## src/rtl/slir_pkg.sv

```systemverilog
// Shared types and constants for the sorted list insert/remove unit.
package slir_pkg;

  localparam int CAPACITY_DEF = 16;
  localparam int DATA_W       = 32;
  localparam int OP_W         = 2;
  localparam int STATUS_W     = 3;
  localparam int POS_W        = 5;

  typedef enum logic [OP_W-1:0] {
    OP_INSERT = 2'd0,
    OP_REMOVE = 2'd1,
    OP_READ   = 2'd2
  } op_t;

  typedef enum logic [STATUS_W-1:0] {
    ST_INSERTED = 3'd0,
    ST_REMOVED  = 3'd1,
    ST_NOTFOUND = 3'd2,
    ST_FULL     = 3'd3,
    ST_ENTRY    = 3'd4,
    ST_EMPTY    = 3'd5
  } status_t;

  // Broadcast control from the sequencer to every cell.
  typedef struct packed {
    logic                     cmp_en;
    logic                     ins_en;
    logic                     rem_en;
    logic                     rot_en;
    logic signed [DATA_W-1:0] value;
  } cell_ctrl_t;

endpackage

```

## src/rtl/slir_cell.sv

```systemverilog
// One storage cell of the sorted list chain: compare flags and neighbor shifts.
module slir_cell #(
  parameter int IDX   = 0,
  parameter int CNT_W = 5
) (
  input  logic                              clk,
  input  slir_pkg::cell_ctrl_t              ctrl,
  input  logic [CNT_W-1:0]                  count,
  input  logic signed [slir_pkg::DATA_W-1:0] left_data,
  input  logic                              left_ge,
  input  logic signed [slir_pkg::DATA_W-1:0] right_data,
  input  logic signed [slir_pkg::DATA_W-1:0] head_data,
  output logic signed [slir_pkg::DATA_W-1:0] data_o,
  output logic                              ge_o,
  output logic                              eq_o
);
  import slir_pkg::*;

  localparam logic [CNT_W-1:0] IDX_C = CNT_W'(IDX);
  localparam logic [CNT_W-1:0] IDX_N = CNT_W'(IDX + 1);

  logic signed [DATA_W-1:0] data_r, data_nxt;
  logic                     ge_r, ge_nxt;
  logic                     eq_r, eq_nxt;
  logic                     in_range;

  assign in_range = (IDX_C < count);

  always_comb begin
    ge_nxt   = ge_r;
    eq_nxt   = eq_r;
    data_nxt = data_r;
    if (ctrl.cmp_en) begin
      ge_nxt = in_range && (ctrl.value <= data_r);
      eq_nxt = in_range && (ctrl.value == data_r);
    end
    if (ctrl.ins_en) begin
      if (left_ge) begin
        data_nxt = left_data;
      end else if (ge_r || (IDX_C == count)) begin
        data_nxt = ctrl.value;
      end
    end else if (ctrl.rem_en) begin
      if (ge_r) begin
        data_nxt = right_data;
      end
    end else if (ctrl.rot_en) begin
      if (IDX_N == count) begin
        data_nxt = head_data;
      end else if (IDX_N < count) begin
        data_nxt = right_data;
      end
    end
  end

  always_ff @(posedge clk) begin
    data_r <= data_nxt;
    ge_r   <= ge_nxt;
    eq_r   <= eq_nxt;
  end

  assign data_o = data_r;
  assign ge_o   = ge_r;
  assign eq_o   = eq_r;

endmodule

```

## src/rtl/slir_penc.sv

```systemverilog
// Position encoder: index of the first cell whose entry is >= the request value.
module slir_penc #(
  parameter int N     = 16,
  parameter int CNT_W = 5
) (
  input  logic [N-1:0]     ge,
  input  logic [CNT_W-1:0] count,
  output logic [CNT_W-1:0] pos
);
  logic [N-1:0]     first;
  logic [CNT_W-1:0] enc;

  assign first = ge & ~{ge[N-2:0], 1'b0};

  always_comb begin
    enc = '0;
    for (int i = 0; i < N; i++) begin
      if (first[i]) begin
        enc = enc | CNT_W'(i);
      end
    end
  end

  assign pos = (|ge) ? enc : count;

endmodule

```

## src/rtl/sorted_list_insert_remove_unit.sv

```systemverilog
// Sorted list insert/remove unit: top level with sequencer and cell chain.
//
// Insert and remove: busy is high for one cycle after the request is taken and
// the single result strobes on out_valid in the cycle after that, so a new
// request can be taken while that result is shown. An insert into a full list
// is answered in the cycle right after the request, as is a read-out of an
// empty list. A read-out of n entries holds busy in the read state and streams
// one entry per cycle, the first one once the read state and the output register
// have been passed; the chain rotates its entries through cell 0 and is back in
// place when the last entry is out. out_valid is high for a single cycle per
// result, and the receiver cannot stall it. Operation code 3 is ignored.
module sorted_list_insert_remove_unit #(
  parameter int CAPACITY = slir_pkg::CAPACITY_DEF
) (
  input  logic                                clk,
  input  logic                                rst_n,
  input  logic                                start,
  output logic                                busy,
  input  logic [slir_pkg::OP_W-1:0]           in_operation,
  input  logic signed [slir_pkg::DATA_W-1:0]  in_value,
  output logic                                out_valid,
  output logic [slir_pkg::STATUS_W-1:0]       out_status,
  output logic signed [slir_pkg::DATA_W-1:0]  out_item_value,
  output logic [slir_pkg::POS_W-1:0]          out_position,
  output logic                                out_last
);
  import slir_pkg::*;

  localparam int CNT_W = $clog2(CAPACITY + 1);
  localparam logic [CNT_W-1:0] CNT_FULL = CNT_W'(CAPACITY);
  localparam logic [CNT_W-1:0] CNT_ONE  = CNT_W'(1);

  typedef enum logic [2:0] {
    S_IDLE = 3'b001,
    S_EXEC = 3'b010,
    S_READ = 3'b100
  } state_t;

  state_t                   state_r, state_nxt;
  logic [CNT_W-1:0]         count_r, count_nxt;
  logic [CNT_W-1:0]         rd_cnt_r, rd_cnt_nxt;
  logic [OP_W-1:0]          op_r, op_nxt;
  logic signed [DATA_W-1:0] val_r, val_nxt;

  logic                     ovalid_r, ovalid_nxt;
  logic [STATUS_W-1:0]      ostatus_r, ostatus_nxt;
  logic signed [DATA_W-1:0] oval_r, oval_nxt;
  logic [POS_W-1:0]         opos_r, opos_nxt;
  logic                     olast_r, olast_nxt;

  logic                     accept;
  logic                     found;
  logic [CNT_W-1:0]         pos;
  logic [CNT_W+POS_W-1:0]   pos_ext;
  logic [CNT_W+POS_W-1:0]   rd_ext;
  cell_ctrl_t               ctrl;

  logic signed [DATA_W-1:0] cell_data [CAPACITY];
  logic [CAPACITY-1:0]      ge_vec;
  logic [CAPACITY-1:0]      eq_vec;

  assign busy   = (state_r != S_IDLE);
  assign accept = start && !busy;
  assign found  = |eq_vec;

  assign ctrl.cmp_en = accept;
  assign ctrl.ins_en = (state_r == S_EXEC) && (op_r == OP_INSERT);
  assign ctrl.rem_en = (state_r == S_EXEC) && (op_r == OP_REMOVE) && found;
  assign ctrl.rot_en = (state_r == S_READ);
  assign ctrl.value  = busy ? val_r : in_value;

  for (genvar g = 0; g < CAPACITY; g++) begin : g_cell
    logic signed [DATA_W-1:0] left_d;
    logic signed [DATA_W-1:0] right_d;
    logic                     left_g;

    if (g == 0) begin : g_first
      assign left_d = in_value;
      assign left_g = 1'b0;
    end else begin : g_mid
      assign left_d = cell_data[g-1];
      assign left_g = ge_vec[g-1];
    end

    if (g == CAPACITY - 1) begin : g_end
      assign right_d = cell_data[g];
    end else begin : g_inner
      assign right_d = cell_data[g+1];
    end

    slir_cell #(
      .IDX   (g),
      .CNT_W (CNT_W)
    ) u_cell (
      .clk        (clk),
      .ctrl       (ctrl),
      .count      (count_r),
      .left_data  (left_d),
      .left_ge    (left_g),
      .right_data (right_d),
      .head_data  (cell_data[0]),
      .data_o     (cell_data[g]),
      .ge_o       (ge_vec[g]),
      .eq_o       (eq_vec[g])
    );
  end

  slir_penc #(
    .N     (CAPACITY),
    .CNT_W (CNT_W)
  ) u_penc (
    .ge    (ge_vec),
    .count (count_r),
    .pos   (pos)
  );

  assign pos_ext = {{POS_W{1'b0}}, pos};
  assign rd_ext  = {{POS_W{1'b0}}, rd_cnt_r};

  always_comb begin
    state_nxt   = state_r;
    count_nxt   = count_r;
    rd_cnt_nxt  = rd_cnt_r;
    op_nxt      = op_r;
    val_nxt     = val_r;
    ovalid_nxt  = 1'b0;
    ostatus_nxt = ostatus_r;
    oval_nxt    = oval_r;
    opos_nxt    = opos_r;
    olast_nxt   = olast_r;

    case (state_r)
      S_IDLE: begin
        if (accept) begin
          op_nxt  = in_operation;
          val_nxt = in_value;
          case (in_operation)
            OP_INSERT: begin
              if (count_r == CNT_FULL) begin
                ovalid_nxt  = 1'b1;
                ostatus_nxt = ST_FULL;
                oval_nxt    = in_value;
                opos_nxt    = '0;
                olast_nxt   = 1'b1;
              end else begin
                state_nxt = S_EXEC;
              end
            end
            OP_REMOVE: begin
              state_nxt = S_EXEC;
            end
            OP_READ: begin
              if (count_r == '0) begin
                ovalid_nxt  = 1'b1;
                ostatus_nxt = ST_EMPTY;
                oval_nxt    = '0;
                opos_nxt    = '0;
                olast_nxt   = 1'b1;
              end else begin
                rd_cnt_nxt = '0;
                state_nxt  = S_READ;
              end
            end
            default: begin
            end
          endcase
        end
      end
      S_EXEC: begin
        ovalid_nxt = 1'b1;
        oval_nxt   = val_r;
        olast_nxt  = 1'b1;
        state_nxt  = S_IDLE;
        if (op_r == OP_INSERT) begin
          ostatus_nxt = ST_INSERTED;
          opos_nxt    = pos_ext[POS_W-1:0];
          count_nxt   = count_r + CNT_ONE;
        end else if (found) begin
          ostatus_nxt = ST_REMOVED;
          opos_nxt    = pos_ext[POS_W-1:0];
          count_nxt   = count_r - CNT_ONE;
        end else begin
          ostatus_nxt = ST_NOTFOUND;
          opos_nxt    = '0;
        end
      end
      S_READ: begin
        ovalid_nxt  = 1'b1;
        ostatus_nxt = ST_ENTRY;
        oval_nxt    = cell_data[0];
        opos_nxt    = rd_ext[POS_W-1:0];
        olast_nxt   = ((rd_cnt_r + CNT_ONE) == count_r);
        rd_cnt_nxt  = rd_cnt_r + CNT_ONE;
        if ((rd_cnt_r + CNT_ONE) == count_r) begin
          state_nxt = S_IDLE;
        end
      end
      default: begin
        state_nxt = S_IDLE;
      end
    endcase
  end

  always_ff @(posedge clk) begin
    if (!rst_n) begin
      state_r  <= S_IDLE;
      count_r  <= '0;
      ovalid_r <= 1'b0;
    end else begin
      state_r  <= state_nxt;
      count_r  <= count_nxt;
      ovalid_r <= ovalid_nxt;
    end
  end

  always_ff @(posedge clk) begin
    rd_cnt_r  <= rd_cnt_nxt;
    op_r      <= op_nxt;
    val_r     <= val_nxt;
    ostatus_r <= ostatus_nxt;
    oval_r    <= oval_nxt;
    opos_r    <= opos_nxt;
    olast_r   <= olast_nxt;
  end

  assign out_valid      = ovalid_r;
  assign out_status     = ostatus_r;
  assign out_item_value = oval_r;
  assign out_position   = opos_r;
  assign out_last       = olast_r;

endmodule

```

## config.mk

```make
export PLATFORM = sky130hd
export DESIGN_NAME = sorted_list_insert_remove_unit
export DESIGN_NICKNAME = d
export VERILOG_FILES = /design/src/rtl/slir_pkg.sv /design/src/rtl/slir_cell.sv /design/src/rtl/slir_penc.sv /design/src/rtl/sorted_list_insert_remove_unit.sv
export SDC_FILE = /design/constraint.sdc
export NUM_CORES = 2
export LEC_CHECK = 0
export BUFFER_PORTS_ARGS = -buffer_cell sky130_fd_sc_hd__buf_4
export CAP_MARGIN = 20
export CORE_MARGIN = 1.5
export CORE_UTILIZATION = 45
export DETAILED_ROUTE_END_ITERATION = 8
export MAX_ROUTING_LAYER = met4
export SLEW_MARGIN = 20
export SYNTH_ARGS = -nofsm -noshare
export SYNTH_HDL_FRONTEND = slang
export SYNTH_SLANG_ARGS = --single-unit
```

## constraint.sdc

```tcl
create_clock -name clk -period 12.8 [get_ports clk]
set_input_delay 0.64 -clock clk [delete_from_list [all_inputs] [get_ports clk]]
set_output_delay 0.64 -clock clk [all_outputs]
set_load 0.02 [all_outputs]
```

# Word-level counts from Yosys, hierarchy flattened
# Cells that the tools add are included.
dict set report totals {
  register_bits 633
  latch_bits 0
  ram_bits 0
  romBits 0
  out_inout_bits 43
  mem_count 0
  in_bits 37
  word_cells 463
}
dict set report classes {
  n_lt_le_gt_ge 32
  n_eq_ne 84
  bitwise_logic 2
  mul 0
  n_reduce_logical 101
  div_mod_pow 0
  muxes 183
  addsub 3
  shift 0
}
# operator count
set op_table {}
lappend op_table {{32-bit 2-to-1 mux} 129}
lappend op_table {{32-bit == test} 16}
lappend op_table {{32-bit less-or-equal comparator} 16}
lappend op_table {{3-bit by 1-bit != test with 1-bit output, second input constant} 32}
lappend op_table {{32-bit case mux with 3 select lines} 1}
lappend op_table {{32-bit case mux with 2 select lines} 1}
lappend op_table {{4-bit AND reduction} 16}
lappend op_table {{4-bit nonzero test} 14}
lappend op_table {{5-bit 2-to-1 mux} 11}
lappend op_table {{4-bit by 5-bit == test with 1-bit output, first input constant} 8}
lappend op_table {{4-bit by 5-bit < comparator with 1-bit output, first input constant} 8}
lappend op_table {{1-bit logical AND} 36}
lappend op_table {{3-bit 2-to-1 mux} 11}
lappend op_table {{4-bit 2-to-1 mux} 8}
lappend op_table {{16-bit OR reduction} 2}
lappend op_table {{3-bit by 5-bit == test with 1-bit output, first input constant} 4}
lappend op_table {{3-bit by 5-bit < comparator with 1-bit output, first input constant} 4}
lappend op_table {{5-bit case mux with 2 select lines} 2}
lappend op_table {{3-bit case mux with 3 select lines} 2}
lappend op_table {{16-bit bitwise AND} 1}
lappend op_table {{1-bit logical OR} 16}
lappend op_table {{16-bit NOT} 1}
lappend op_table {{3-bit != test, second input constant} 5}
lappend op_table {{5-bit case mux with 3 select lines} 1}
lappend op_table {{30 further kinds} 60}

# Depth between registers and ports, before layout
dict set report logic_depth {
  ltp_word 21
  depth_mapped 12
  mapped_depth_nobuf 10
}

# Hierarchy
# Synthesis repeated with hierarchy kept, for this count alone.
dict set report unflattened {
  cells_unflattened 5200
  area_unflattened_um2 52026.1
}
# mod area_each_um2 n_inst seq_area_each_um2 cells_each
set modules_own_cells {}
lappend modules_own_cells {sorted_list_insert_remove_unit 4190.3 1 2582.5 306}
lappend modules_own_cells {{slir_cell at g_cell[14].u_cell} 3286.9 1 1021.0 304}
lappend modules_own_cells {{slir_cell at g_cell[4].u_cell} 3136.8 1 1021.0 312}
lappend modules_own_cells {{slir_cell at g_cell[12].u_cell} 3019.1 1 1021.0 273}
lappend modules_own_cells {{slir_cell at g_cell[3].u_cell} 3001.6 1 1021.0 308}
lappend modules_own_cells {{slir_cell at g_cell[8].u_cell} 2987.9 1 1021.0 310}
lappend modules_own_cells {{slir_cell at g_cell[10].u_cell} 2961.6 1 1021.0 306}
lappend modules_own_cells {{slir_cell at g_cell[6].u_cell} 2936.6 1 1021.0 266}
lappend modules_own_cells {{slir_cell at g_cell[11].u_cell} 2930.3 1 1021.0 307}
lappend modules_own_cells {{slir_cell at g_cell[9].u_cell} 2930.3 1 1021.0 310}
lappend modules_own_cells {{slir_cell at g_cell[2].u_cell} 2927.8 1 1021.0 307}
lappend modules_own_cells {{slir_cell at g_cell[0].u_cell} 2917.8 1 1021.0 310}
lappend modules_own_cells {{slir_cell at g_cell[13].u_cell} 2917.8 1 1021.0 312}
lappend modules_own_cells {{slir_cell at g_cell[1].u_cell} 2914.0 1 1021.0 311}
lappend modules_own_cells {{4 more rows} -- -- -- --}

# Worst setup path after synthesis
# Ideal clock, no wire load.
dict set report synth_timing {
  path_kind {reg2reg}
  start {register count_r[4]}
  end {register oval_r[0] (netlist: out_item_value[0]), enable pin}
  setup_slack_ns 6.219
  path_buffers 2
  path_stages_with_launch 6
  arrival_time_ns 5.997
  setup_time_ns 0.584
  required_time_ns 12.216
  synth_period_minus_slack_ns 6.581
  cell_sequence {dfxtp_1 -> clkbuf_1 -> buf_1 -> xor2_1 -> nand3_1 -> o311ai_0}
}
dict set report synth_via {
  elab_chain_len 3
  word_cells_on_any_way 5
  cone_classes {eq/ne (3); reduce/logical (2)}
}
# item line
set synth_rtl {}
lappend synth_rtl {{start, declared} sorted_list_insert_remove_unit.sv:40} ;# logic [CNT_W-1:0] count_r, count_nxt;
lappend synth_rtl {{start signal, assigned} sorted_list_insert_remove_unit.sv:211} ;# count_r <= count_nxt;
lappend synth_rtl {{5-bit == test or 5-bit logical NOT (tied branches)} {sorted_list_insert_remove_unit.sv:139, sorted_list_insert_remove_unit.sv:153}}
lappend synth_rtl {{3-bit != test (no line)} --}
lappend synth_rtl {{5-bit AND reduction (no line) (*)} --}
lappend synth_rtl {{end signal, assigned} sorted_list_insert_remove_unit.sv:221} ;# oval_r <= oval_nxt;
lappend synth_rtl {{end, declared} sorted_list_insert_remove_unit.sv:47} ;# logic signed [DATA_W-1:0] oval_r, oval_nxt;
# Mark *: on every way between the ends. The rest lies on a longest branch, timed or not.
# A chain may end at the register's enable or synchronous reset.

# Worst setup path in the final report
dict set report layout_timing {
  start {register state_r[0]}
  end {register g_cell[6].u_cell.ge_r (data pin)}
}
dict set report layout_via {
  elab_chain_len 4
}
# item line
set layout_rtl {}
lappend layout_rtl {{start, declared} sorted_list_insert_remove_unit.sv:39} ;# state_t state_r, state_nxt;
lappend layout_rtl {{start signal, assigned} sorted_list_insert_remove_unit.sv:210} ;# state_r <= state_nxt;
lappend layout_rtl {{3-bit by 1-bit != test with 1-bit output} sorted_list_insert_remove_unit.sv:62} ;# assign busy = (state_r != S_IDLE);
lappend layout_rtl {{32-bit 2-to-1 mux} sorted_list_insert_remove_unit.sv:70} ;# assign ctrl.value = busy ? val_r : in_value;
lappend layout_rtl {{32-bit less-or-equal comparator} slir_cell.sv:34} ;# ge_nxt = in_range && (ctrl.value <= data_r);
lappend layout_rtl {{1-bit logical AND} slir_cell.sv:34}
lappend layout_rtl {{end signal, assigned} slir_cell.sv:58} ;# ge_r <= ge_nxt;
lappend layout_rtl {{end, declared} slir_cell.sv:23} ;# logic ge_r, ge_nxt;
# No other way between the ends.

==> results.toml <==
[cts]
clkTransAtPathRegs_ns = 0.06
numCtsBuffers = 80
holdBufCountCts = 0
cts.path.max_buffers = 3
htreeDepth = 3
post_cts_buffers = 0
cts_resized = 0
cts_tree = "done"
clk_latency_ns = 0.67
cts_num_sinks = 633
root_buffer = "clkbuf_16"

[global_routing]
grt_pass1_wl_mm = 224
antenna_found_initial = 0
first_global_vias = 39200
track_usage = 0.260
grt_max_degree = 220
overflow = 0

[logic_synthesis]
async_flop_share = 0
netlist_area_mm2 = 0.0488
ys_warn_count = 0
ys_types = 78
synth-xor-area-share = 0.00234
synth_compound_area_frac = 0.175
synth_edf_count = 624
avgSynthCellArea_um2 = 8.36
yosys.area.top_type = "edfxtp_1"
ys_seq_area_frac = 0.388
synth.area.mux_share = 0.0496
synth_top_family_by_area = "compound AO/OA/AOI/OAI gates"
synthCells = 5835
synthSimpleGateAreaFrac = 0.172
synth_fp_nets = 6390
synth_area_leaders = "edfxtp_1 (38%), ha_1 (13%), a21oi_1 (8.4%)"
synthFlopType = "edfxtp_1"
synth_top_area_frac = 0.384
synth-seq-cells = 633
synthAdderAreaFrac = 0.133

[setup_path]
cp.required_ns = 13.26
crit_type = "reg2reg"
r2r_start = "state_r[0]"
worstPathArrival_ns = 5.12
r2r-end = "g_cell[6].u_cell.ge_o"
critPathMaxFanout = 35
ff2ff_setup_slack_ns = 8.14
worst-r2r-cell-count = 10
end_kind = "register"
start_kind = "register"

[route]
drt_iter0_drc = 3823
drc = 0
via_per_inst = 5.70
dr_total_vias = 40700
ant_nets = 0
wl_per_cell_um = 20.0
wirelength_mm = 143
first_pass_iters = 6

[min_path]
hp-class = "in2reg"
hp-start = "in_value[22]"
hold_depth = 1
min_to = "val_r[22]"

[power_and_ir_drop]
comb_power_share = 0.332
ir_drop_uv = 86.3
powerDensity_mw_per_mm2 = 136
p_leak_nw = 22.4
p_sw_frac = 0.359
power_frac_seq = 0.341
p_sw_mw = 2.58
power_frac_clock = 0.327
p_total_mw = 7.19
internal_power_mw = 4.61

[sta]
setup_viol = 0
tns_ns = 0
tightest_slew_ns = 1.11
fin_crit_sh = 0.364
fmax_ghz = 0.215
finalClockSkew_ns = 0.0309
slew_headroom = 0.256
slew_viol_final = 0
hold_viol_final = 0
setup_slack_ns = 8.14
rsz0062_at_grt = "false"
min_period_ns = 4.66

[final_layout]
regArea_mm2 = 0.0189
fill_cells = 10200
antennaDiodeCount = 0
final_cell_area_mm2 = 0.0530
nNetsFinal = 6221
multi_input_area_mm2 = 0.0262
drive_gt1_frac = 0.0644
area_delta_synth_final_pct = 8.66

[placement]
postPlaceCellArea_mm2 = 0.0503
pre_cts_ws_ns = 8.09
gp_congestion = 0.884
place_hpwl_mm = 106
port_buffers = 79

[die]
die_h_um = 332
initial_utilization = 0.455
core-area_mm2 = 0.107
io-pin-count = 80
rows = 120
die_area_mm2 = 0.110
fp.dieW_um = 332

[flow_run]
cap_violations = 0

[run_status]
run_status = "finished clean"
cells by family after synthesis:
kind of cell	Yosys count
simple gates	1986
compound gates	1471
buf+inv	978
flops	633
fa+ha+maj	518
mux	236
xor+xnor	13
synthesized netlist by cell type, types with 5 or more instances:
cell type	count
a211o_1	8
a211oi_1	19
a21boi_0	5
a21o_1	43
a21oi_1	821
a221o_1	40
a221oi_1	11
a222oi_1	32
a22o_1	5
a22oi_1	5
a31oi_1	264
and2_0	5
and2_1	10
and3_1	9
buf_1	35
buf_2	65
buf_4	6
clkbuf_1	297
dfxtp_1	9
edfxtp_1	624
ha_1	518
inv_1	566
mux2_2	44
mux2i_1	192
nand2_1	721
nand2b_1	16
nand3_1	55
nand4_1	107
nor2_1	899
nor2b_1	50
nor3_1	25
nor3_2	6
nor3b_1	6
nor4_1	32
nor4_2	5
o211ai_1	18
o21ai_0	152
o22a_1	5
o41ai_1	7
or3_1	7
or4_1	9
xnor2_1	7
xor2_1	6
cell type report:
type                       count  area share
tap                         1403      0.0331
clock buffer                 104      0.0415
multi-input combinational   4224       0.495
timing repair buffer         160      0.0248
inverter                     567      0.0402
clock inverter                46     0.00871
sequential                   633       0.357
cell usage in the layout (no fill, tap or decap), types with 18 or more instances in the layout:
master,n
clkbuf_1,19
mux2i_1,192
nand4_1,107
o211ai_1,18
inv_1,565
a31oi_1,261
a21o_1,43
nor2b_1,50
a221o_1,40
edfxtp_1,624
clkbuf_16,85
ha_1,518
nor4_1,32
a21oi_1,817
buf_4,154
nor2_1,898
nand2_1,719
o21ai_0,151
nor3_1,24
mux2_2,44
a211oi_1,19
a222oi_1,32
nand3_1,55
metal layers:
layer	global-route usage	up-vias	routed length (um)
met3	0.0309	267	7010
met4	0.106	0	5680
met2	0.411	1151	65500
met1	0.340	18900	64700
li1	-	20300	-
met5	-	-	0
through the flow:
| stage | instances | hold WS [ns] | util |
|---|---|---|---|
| 2_1_floorplan | 5835 | 0.542 | - |
| 3_3_place_gp | 6982 | 0.556 | 0.468 |
| 3_5_place_dp | 6985 | 0.558 | 0.469 |
| 4_1_cts | 7135 | 0.127 | 0.494 |
| 5_1_grt | 7137 | 0.151 | 0.494 |
| 6_report | 7137 | 0.168 | 0.494 |
sequential cells by signal, summed over array words and instances (netlist names):
register              flops
out_last                  1
out_item_value           32
g_cell.u_cell.eq_o       16
out_valid                 1
g_cell.u_cell.data_o    512
g_cell.u_cell.ge_o       16
op_r                      2
out_status                3
out_position              5
count_r                   5
val_r                    32
rd_cnt_r                  5
state_r                   3
critical path, stage by stage, from the launching register on:
cell and delay [ns]:
dfxtp_1 0.37, nor3b_2 0.18, buf_4 0.44, mux2_2 0.71, ha_1 0.47, nand4_1 0.19, nor4_1 0.64, nand4_1 0.33
nor4b_1 0.88, a21oi_1 0.08, o41ai_1 0.10
power groups by stage:
stage | registers (mW) | clock network (mW) | logic (mW)
finish | 2.45 | 2.35 | 2.39
detailed placement | 2.50 | 0 | 2.36
global route | 2.46 | 2.47 | 2.69
floorplan | 2.48 | 0 | 1.70
global placement | 2.49 | 0 | 2.30
CTS | 2.45 | 2.40 | 2.38
worst max path at each step:
stage                     from               endpoint  slack [ns]  cells after the start
floorplan           count_r[4]      out_item_value[0]        6.22                      5
global placement    state_r[0]  g_cell[6].u_cell.ge_o        8.12                     10
detailed placement  state_r[0]  g_cell[6].u_cell.ge_o        8.09                     10
CTS                 state_r[0]  g_cell[6].u_cell.ge_o        8.07                     10
global route        state_r[0]  g_cell[6].u_cell.ge_o        7.98                     10
finish              state_r[0]  g_cell[6].u_cell.ge_o        8.14                     10
Note: power is estimated with default switching activity, not from simulation.
